===== config.mk =====
export PLATFORM = sky130hd
export DESIGN_NAME = psm_cfg_regs_flat
export DESIGN_NICKNAME = d
export VERILOG_FILES = /design/src/design/psm_pkg.sv /design/src/design/psm_if.sv /design/src/design/psm_cfg_regs.sv /design/src/flat_wrapper.sv
export SDC_FILE = /design/constraint.sdc
export NUM_CORES = 1
export LEC_CHECK = 0
export BUFFER_PORTS_ARGS = -buffer_cell sky130_fd_sc_hd__buf_2
export CAP_MARGIN = 10
export CORE_AREA = 2 2 202 204
export DETAILED_ROUTE_END_ITERATION = 10
export DIE_AREA = 0 0 204 206
export GPL_TIMING_DRIVEN = 0
export MAX_ROUTING_LAYER = met4
export PLACE_DENSITY_LB_ADDON = 0.12
export SLEW_MARGIN = 0
export SYNTH_ARGS = -nofsm -noshare
export SYNTH_HDL_FRONTEND = slang
export SYNTH_SLANG_ARGS = --single-unit
export TNS_END_PERCENT = 50

===== constraint.sdc =====
create_clock -name clk -period 1.8 [get_ports clk]
set_input_delay 0.27 -clock clk [delete_from_list [all_inputs] [get_ports clk]]
set_output_delay 0.27 -clock clk [all_outputs]
set_load 0.05 [all_outputs]

===== src/design/psm_pkg.sv =====
`default_nettype none

package psm_pkg;

  localparam int COORD_WIDTH       = 20;
  localparam int COORD_FRAC_BITS   = 10;
  localparam int INVERSE_FRAC_BITS = 16;
  localparam int TOL_WIDTH         = 32;
  localparam int TOL_FRAC_BITS     = 20;
  localparam int NUM_AXES          = 3;
  localparam int CFG_INDEX_WIDTH   = 3;
  localparam int CFG_DATA_WIDTH    = NUM_AXES * COORD_WIDTH;

  // fraction bits of fractional coordinates
  localparam int FSH    = COORD_FRAC_BITS + INVERSE_FRAC_BITS;
  localparam int DIFF_W = COORD_WIDTH + 1;
  localparam int P1_W   = COORD_WIDTH + DIFF_W;
  localparam int F_W    = P1_W + 2;
  // reduced fraction lies in [-1/2, 1/2]
  localparam int R_W    = FSH + 1;
  localparam int P2_W   = COORD_WIDTH + R_W;
  localparam int ACC_W  = P2_W + 2;
  localparam int MAG_W  = ACC_W;
  localparam int C_W    = MAG_W + 1 - FSH;
  localparam int SQ_W   = 2 * C_W;
  localparam int SUM_W  = SQ_W + 2;

  localparam int TOL_SHIFT = (2 * COORD_FRAC_BITS >= TOL_FRAC_BITS) ?
                             2 * COORD_FRAC_BITS - TOL_FRAC_BITS : 0;
  localparam int SUM_SHIFT = (2 * COORD_FRAC_BITS >= TOL_FRAC_BITS) ?
                             0 : TOL_FRAC_BITS - 2 * COORD_FRAC_BITS;
  localparam int CMP_W = (SUM_W + SUM_SHIFT > TOL_WIDTH + TOL_SHIFT) ?
                         SUM_W + SUM_SHIFT : TOL_WIDTH + TOL_SHIFT;

  typedef logic signed [COORD_WIDTH-1:0] coord_t;

  typedef enum logic [CFG_INDEX_WIDTH-1:0] {
    REG_LATTICE_ROW_0,
    REG_LATTICE_ROW_1,
    REG_LATTICE_ROW_2,
    REG_INVERSE_ROW_0,
    REG_INVERSE_ROW_1,
    REG_INVERSE_ROW_2,
    REG_REFERENCE_POSITION,
    REG_TOLERANCE_SQUARED
  } cfg_reg_t;

  typedef struct packed {
    coord_t [NUM_AXES-1:0][NUM_AXES-1:0] lattice;
    coord_t [NUM_AXES-1:0][NUM_AXES-1:0] inverse;
    coord_t [NUM_AXES-1:0]               ref_pos;
    logic   [TOL_WIDTH-1:0]              tol;
  } psm_cfg_t;

endpackage

`default_nettype wire


===== src/design/psm_if.sv =====
`default_nettype none


interface psm_cfg_if import psm_pkg::*; ();
  logic                       valid;
  logic                       ready;
  logic [CFG_INDEX_WIDTH-1:0] index;
  logic [CFG_DATA_WIDTH-1:0]  data;

  modport source (output valid, output index, output data, input ready);
  modport sink   (input valid, input index, input data, output ready);
endinterface

`default_nettype wire


===== src/design/psm_cfg_regs.sv =====
`default_nettype none

module psm_cfg_regs import psm_pkg::*; (
  input  logic      clk,
  input  logic      rst,
  psm_cfg_if.sink   cfg,
  output psm_cfg_t  regs
);

  coord_t [NUM_AXES-1:0] row;

  assign cfg.ready = 1'b1;

  always_comb begin
    for (int j = 0; j < NUM_AXES; j++) begin
      row[j] = cfg.data[j*COORD_WIDTH +: COORD_WIDTH];
    end
  end

  always_ff @(posedge clk) begin
    if (rst) begin
      regs <= '0;
    end else if (cfg.valid && cfg.ready) begin
      case (cfg_reg_t'(cfg.index))
        REG_LATTICE_ROW_0:      regs.lattice[0] <= row;
        REG_LATTICE_ROW_1:      regs.lattice[1] <= row;
        REG_LATTICE_ROW_2:      regs.lattice[2] <= row;
        REG_INVERSE_ROW_0:      regs.inverse[0] <= row;
        REG_INVERSE_ROW_1:      regs.inverse[1] <= row;
        REG_INVERSE_ROW_2:      regs.inverse[2] <= row;
        REG_REFERENCE_POSITION: regs.ref_pos    <= row;
        REG_TOLERANCE_SQUARED:  regs.tol        <= cfg.data[TOL_WIDTH-1:0];
        default: begin
        end
      endcase
    end
  end

endmodule

`default_nettype wire


===== src/flat_wrapper.sv =====
// flat-port wrapper written by rule: the top's interface ports become plain ports
module psm_cfg_regs_flat import psm_pkg::*;
  (clk, rst, regs, cfg_valid, cfg_index, cfg_data, cfg_ready);
  psm_cfg_if cfg_i ();
  input  logic clk;
  input  logic rst;
  output psm_cfg_t regs;
  input wire logic [$bits(cfg_i.valid)-1:0] cfg_valid;
  input wire logic [$bits(cfg_i.index)-1:0] cfg_index;
  input wire logic [$bits(cfg_i.data)-1:0] cfg_data;
  output wire logic [$bits(cfg_i.ready)-1:0] cfg_ready;
  assign cfg_i.valid = cfg_valid;
  assign cfg_i.index = cfg_index;
  assign cfg_i.data = cfg_data;
  assign cfg_ready = cfg_i.ready;
  psm_cfg_regs u_core (.clk(clk), .rst(rst), .cfg(cfg_i), .regs(regs));
endmodule

## After elaboration in Yosys (flattened, before gate mapping)

Cells that the tools add are included.

| word-level totals | value |
|---|---|
| bits in registers | 452 |
| output and inout port bits | 453 |
| logic and storage cells | 38 |

| operators by class | value |
|---|---|
| equal/unequal tests | 7 |
| reduce and logical (&&, ||, !) cells | 9 |

Operator list:

| cell | count |
|---|---|
| 2-bit AND reduction | 8 |
| 3-bit == test, second input constant | 4 |
| 3-bit by 2-bit == test with 1-bit output, second input constant | 2 |
| 3-bit by 1-bit == test with 1-bit output, second input constant | 1 |
| 3-bit zero test | 1 |

## Longest topological paths before layout

Gate-level depths: netlist of the first run.

| depth | value |
|---|---|
| depth after elaboration | 2 |
| depth in mapped cells | 6 |
| depth with buffers taken out | 2 |

## Worst setup path before layout of the first run

No wires, ideal clock.

| timing path | value |
|---|---|
| kind | in2reg |
| start point | input port cfg_index[1] |
| end point | register, netlist name u_core.regs[273] |
| arrival | 1.327 ns |
| data required time | 1.671 ns |
| slack | 0.345 ns |
| cell stages on the path | 5 |
| path buffers | 3 |
| path through | buf_2 -> or4b_1 -> buf_2 -> buf_6 -> mux2i_1 |

| on the way | value |
|---|---|
| word-level cells in the longest chain between the ends | 2 |

Ends and longest elaborated chain:

| element | line | RTL |
|---|---|---|
| from (decl) | flat_wrapper.sv:9 | `input wire logic [$bits(cfg_i.index)-1:0] cfg_index;` |
| 3-bit zero test | psm_cfg_regs.sv:24 | `case (cfg_reg_t'(cfg.index))` |
| 2-bit AND reduction (no source line) | -- |  |

Every way passes these cells.
A chain may end at the register's enable or synchronous reset.

==> results.py, run 1 <==
metrics = {
    "floorplan": {
        "die-area_sq_um": 42020,
        "core_area_sq_um": 40180,
        "chipWidth_um": 204,
        "die_h_um": 206,
        "pin_count": 519,
        "rows": 74,
        "initial_utilization_pct": 43.64,
    },
    "synthesis": {
        "synthesis.nets": 1638,
        "avgSynthCellArea_sq_um": 11.16,
        "synth_top_area_cell": "dfxtp_1",
        "ys_types": 15,
        "ys_ff_latch": 452,
        "synthCells": 1572,
        "synth_top_cell_area_share_pct": 51.60,
        "ys_seq_area_share_pct": 51.60,
        "synth_warnings": 0,
        "synthTopCellsByArea": "dfxtp_1 (52%), mux2i_1 (26%), nand2b_1 (18%)",
        "netlist_area_sq_um": 17540,
    },
    "critical_path": {
        "start_kind": "input pin",
        "max_stage_delay_ps": 380,
        "crit_path_end_kind": "register",
        "crit_type": "input pin to register",
        "crit_slowest_cell": "clkbuf_1",
        "worstPathMaxFanout": 10,
        "path_cells": "buf_2 > buf_2 > buf_2 > buf_4 > clkbuf_1 > nand2b_1 > mux2i_1",
        "cpMostUsedCell": "buf_2",
        "crit_arrival_ps": 2160,
        "crit_buf_inv": 5,
        "cp_top_family": "buffers and inverters",
        "cp.required_ps": 2220,
    },
    "cells_and_area": {
        "layout-drive-gt1-share_pct": 30.37,
        "top_register": "u_core.regs",
        "areaGrowthSynthToFinish_pct": 28.15,
        "largest_register_ffs": 452,
        "reg_top3": "u_core.regs x452",
        "final_common_cell": "buf_2",
        "stdcell_count": 2704,
        "final_cell_mix": "buf_2 (557), nand2b_1 (512), mux2i_1 (452), dfxtp_1 (452), clkbuf_1 (67)",
        "nets": 2201,
        "multiInputGateArea_sq_um": 7830,
        "seq_area_sq_um": 9049,
        "fillers": 3708,
    },
    "clock_tree": {
        "cts_tree": "built",
        "root_buffer": "clkbuf_16",
        "numCtsBuffers": 48,
        "clk_pin_slew_ps": 60,
        "cts_setup_buffers": 0,
        "cts.sinks": 452,
        "clk-insertion-delay-late_ps": 570,
        "htreeDepth": 2,
        "clockBufferDepth": 3,
    },
    "sta": {
        "fin_hold_ws_ps": 133.1,
        "hold_viol": 0,
        "fin_skew_ps": 0,
        "tns_ps": 0,
        "tightest_slew_ps": 706.5,
        "period_share_pct": 96.40,
        "rsz0062_at_grt": "yes",
        "max-slew-margin-rel_pct": 52.90,
        "setup_slack_ps": 64.81,
        "period_needed_ps": 1735,
        "max_freq_mhz": 576.3,
        "final_max_slew_viol_count": 0,
        "setup_viol": 0,
    },
    "place": {
        "dp.cells": 2617,
        "io_buffers": 513,
        "post-place-ws_ps": -887.4,
        "dp_hpwl_um": 41910,
        "globalplace.congestion": 0.8255,
    },
    "hold_path": {
        "min_path_type": "input pin to register",
    },
    "job": {
        "maxCapViolations": 0,
    },
    "global_routing": {
        "grt_pass1_wl_um": 83410,
        "antenna_found_initial": 3,
        "grt_max_degree": 14,
        "grt_pass1_vias": 13100,
        "grt_usage_pct": 27.27,
        "grt-ovfl-total": 0,
    },
    "power": {
        "switchingPower_mw": 5.788,
        "ir_worst_vdd_v": 0.0006651,
        "total_power_mw": 23.09,
        "powerDensity_nw_per_um2": 1027,
        "power_frac_seq_pct": 44.8,
        "leakage_nw": 12.19,
        "power_frac_comb_pct": 9.8,
        "power.share.switching_pct": 25.07,
        "power.share.clock_pct": 45.4,
        "internal-power_mw": 17.30,
    },
    "routing": {
        "antenna_left": 0,
        "wl_um": 57210,
        "routed_via_density": 4.820,
        "dr.first_iter.drc_count": 458,
        "dr.pass1.iters": 4,
        "wire_per_inst_um": 21.16,
        "vias": 13030,
        "drc": 0,
    },
    "status": {
        "status": "finished, final reports clean",
    },
}
==> power by group through the flow <==
stage | clock, mW | sequential, mW | combinational [mW]
CTS | 10.7 | 10.3 | 2.27
global placement | 0 | 10.5 | 2.25
finish | 10.5 | 10.3 | 2.26
detailed placement | 0 | 10.6 | 2.26
floorplan | 0 | 11.3 | 0.801
global route | 11.1 | 10.4 | 2.37
==> through the flow <==
stage               utilization, %  cell area, sq um
floorplan                        -             17540
global placement             51.69             20770
detailed placement           51.69             20770
CTS                          55.89             22460
global route                 55.93             22470
finish                       55.93             22470
==> worst min-delay path: cells and delay by family <==
family | cells | cell delay, ps
AND/OR/NAND/NOR | 1 | 160
multiplexers | 1 | 160
buffers and inverters | 1 | 80
==> area by class of cell <==
type	instances	area share [%]
buffer	145	3.045
clock inverter	12	0.9631
multi-input combinational	975	34.84
sequential	452	40.26
antenna	2	0.02227
timing repair buffer	513	11.42
clock buffer	73	6.480
tap	532	2.962
==> final timing paths <==
path	from	end	slack [ps]	cells past startpoint
hold / removal	cfg_data[48]	u_core.regs[440]$_SDFFE_PP0P_	130	3
hold reg to reg	u_core.regs[387]$_SDFFE_PP0P_	u_core.regs[387]$_SDFFE_PP0P_	470	2
setup reg to reg	u_core.regs[198]$_SDFFE_PP0P_	u_core.regs[198]$_SDFFE_PP0P_	1140	2
setup / recovery	rst	u_core.regs[102]$_SDFFE_PP0P_	60	7
==> cells by family after synthesis <==
group,count (synthesis),share of synthesized area [%]
and+or+nand+nor,522,18.83
muxes,452,25.80
DFF,452,51.60
buffers and inverters,145,3.753
other,1,0.02138
==> what timing repair did <==
item                       in CTS  in global routing
hold buffers                    0                  0
pin swaps                       0                  0
setup endpoints to repair     412                 74
gates resized for setup        12                 15
==> cell usage after synthesis, drive strengths merged <==
library cell  number
nand2b           512
dfxtp            452
mux2i            452
clkbuf            75
buf               70
nand4b             3
nand4bb            3
and4b              1
and4bb             1
conb               1
nand4              1
or4b               1
==> routing by layer <==
| metal | share of wire [%] | routed length, um | GRT usage [%] | up-vias |
|---|---|---|---|---|
| li1 | - | - | - | 6271 |
| met5 | 0 | 0 | - | - |
| met4 | 4.1 | 2341 | 11.70 | 0 |
| met3 | 7.6 | 4366 | 7.695 | 107 |
| met2 | 47 | 26620 | 43.65 | 420 |
| met1 | 42 | 23880 | 32.19 | 6234 |
Note: power is estimated with default switching activity, not from simulation.
==> run 2: changes to the inputs <==
--- a/config.mk
+++ b/config.mk
@@ -8,6 +8,7 @@
 export BUFFER_PORTS_ARGS = -buffer_cell sky130_fd_sc_hd__buf_2
 export CAP_MARGIN = 10
 export CORE_AREA = 2 2 202 204
+export CTS_BUF_LIST = sky130_fd_sc_hd__clkbuf_16
 export DETAILED_ROUTE_END_ITERATION = 10
 export DIE_AREA = 0 0 204 206
 export GPL_TIMING_DRIVEN = 0
==> run 2 against run 1 <==
  * Via count increased by 0.34%
  * Critical path depth unchanged
  * First-iteration DRC count decreased by 1.1%
  * Register-to-register slack about the same
  * Power decreased by 2.9%
==> results.py, run 2 (synthesis results as in run 1) <==
metrics = {
    "sta": {
        "period_share_pct": 96.73,
        "period_needed_ps": 1741,
        "hold_viol": 0,
        "tightest_slew_ps": 688.3,
        "final_max_slew_viol_count": 0,
        "setup_viol": 0,
        "max-slew-margin-rel_pct": 54.11,
        "fin_skew_ps": 0,
        "max_freq_mhz": 574.3,
        "rsz0062_at_grt": "yes",
    },
    "cells_and_area": {
        "layout-drive-gt1-share_pct": 29.72,
        "reg_top3": "u_core.regs x452",
        "largest_register_ffs": 452,
        "final_common_cell": "buf_2",
        "areaGrowthSynthToFinish_pct": 27.35,
        "final_cell_mix": "buf_2 (557), nand2b_1 (512), mux2i_1 (452), dfxtp_1 (452), clkbuf_1 (57)",
        "top_register": "u_core.regs",
        "stdcell_count": 2704,
        "utilization_pct": 55.58,
        "nets": 2201,
    },
    "place": {
        "dp.cells": 2617,
        "dp_hpwl_um": 41910,
        "io_buffers": 513,
        "globalplace.congestion": 0.8255,
    },
    "clock_tree": {
        "clk-insertion-delay-late_ps": 580,
        "clockBufferDepth": 3,
        "cts_tree": "built",
        "root_buffer": "clkbuf_16",
        "htreeDepth": 2,
        "clk_pin_slew_ps": 60,
        "numCtsBuffers": 48,
        "cts_setup_buffers": 0,
        "cts.sinks": 452,
    },
    "critical_path": {
        "worst-r2r-setup-slack_ps": 1140,
        "worstPathMaxFanout": 10,
        "path_cells": "buf_2 > buf_2 > buf_2 > buf_4 > clkbuf_1 > nand2b_1 > mux2i_1",
        "crit_arrival_ps": 2160,
        "cpMostUsedCell": "buf_2",
        "crit_path_end_kind": "register",
        "crit_slowest_cell": "clkbuf_1",
        "start_kind": "input pin",
        "max_stage_delay_ps": 390,
        "crit_type": "input pin to register",
        "cp.required_ps": 2220,
    },
    "status": {
        "status": "finished, final reports clean",
    },
    "global_routing": {
        "grt_max_degree": 14,
        "grt_usage_pct": 27.25,
        "grt-ovfl-total": 0,
        "antenna_found_initial": 3,
        "grt_pass1_wl_um": 83350,
        "grt_pass1_vias": 13120,
    },
    "routing": {
        "wire_per_inst_um": 21.18,
        "antenna_left": 0,
        "routed_via_density": 4.836,
        "dr.first_iter.drc_count": 453,
        "dr.pass1.iters": 4,
        "vias": 13080,
        "wl_um": 57270,
        "drc": 0,
    },
    "hold_path": {
        "min_path_type": "input pin to register",
    },
    "floorplan": {
        "pin_count": 519,
        "chipWidth_um": 204,
        "initial_utilization_pct": 43.64,
        "rows": 74,
        "die-area_sq_um": 42020,
        "die_h_um": 206,
        "core_area_sq_um": 40180,
    },
    "power": {
        "ir_worst_vdd_v": 0.0006561,
        "powerDensity_nw_per_um2": 1004,
        "total_power_mw": 22.42,
        "leakage_nw": 12.15,
    },
    "job": {
        "maxCapViolations": 0,
    },
}
## run 2: cell count changes in the layout (fill, tap and decap cells not counted)
cell,delta
clkbuf_8,-14
clkbuf_1,-10
inv_1,+10
clkinv_1,+14
## run 2: final timing paths
kind                                      start                             to  cells past startpoint
setup / recovery                            rst  u_core.regs[102]$_SDFFE_PP0P_                      7
hold / removal                     cfg_data[48]  u_core.regs[440]$_SDFFE_PP0P_                      3
setup reg to reg  u_core.regs[198]$_SDFFE_PP0P_  u_core.regs[198]$_SDFFE_PP0P_                      2
hold reg to reg   u_core.regs[387]$_SDFFE_PP0P_  u_core.regs[387]$_SDFFE_PP0P_                      2
## run 2: cell type report
| type | count | area [sq um] |
|---|---|---|
| clock buffer | 49 | 1226 |
| timing repair buffer | 513 | 2567 |
| buffer | 145 | 684.4 |
| clock inverter | 36 | 306.5 |
| fill | 3731 | 17850 |
| multi-input combinational | 975 | 7830 |
| antenna | 2 | 5.005 |
| sequential | 452 | 9049 |
| tap | 532 | 665.6 |
## run 2: power breakdown
group | leakage [nW] | internal [mW] | switching [mW] | total (mW)
logic | 7.71 | 0.658 | 1.60 | 2.26
clock network | 0.784 | 5.76 | 4.07 | 9.83
registers | 3.66 | 10.2 | 0.114 | 10.3
total | 12.2 | 16.6 | 5.78 | 22.4
## run 2: through the flow
step / hold WS [ps] / setup slack [ps] / area [sq um] / TNS [ps]
CTS: 99.88 / 8.068 / 22320 / 0
detailed placement: 457.9 / -887.4 / 20770 / -300470
floorplan: 544.3 / 344.8 / 17540 / 0
global placement: 455.9 / -844.6 / 20770 / -287700
finish: 127.2 / 58.88 / 22330 / 0
global route: 144.2 / -32.77 / 22330 / -134.8
## run 2: worst max-delay path: cells and delay by family
family | cells | cell delay, ps
buffers and inverters | 5 | 1650
AND/OR/NAND/NOR | 1 | 160
multiplexers | 1 | 60
## run 2: timing repair
action                                 4_1_cts  5_1_grt
hold buffers                                 0        0
endpoints found under the hold margin        0        0
resized for setup                           11       17
setup endpoints to repair                  412       82
## run 2: layer usage
metal | track usage, % | vias to the layer above | wire length (um)
met5 | - | - | 0
li1 | - | 6267 | -
met3 | 7.821 | 108 | 4538
met2 | 43.56 | 439 | 26600
met1 | 32.09 | 6262 | 23720
met4 | 11.78 | 0 | 2407
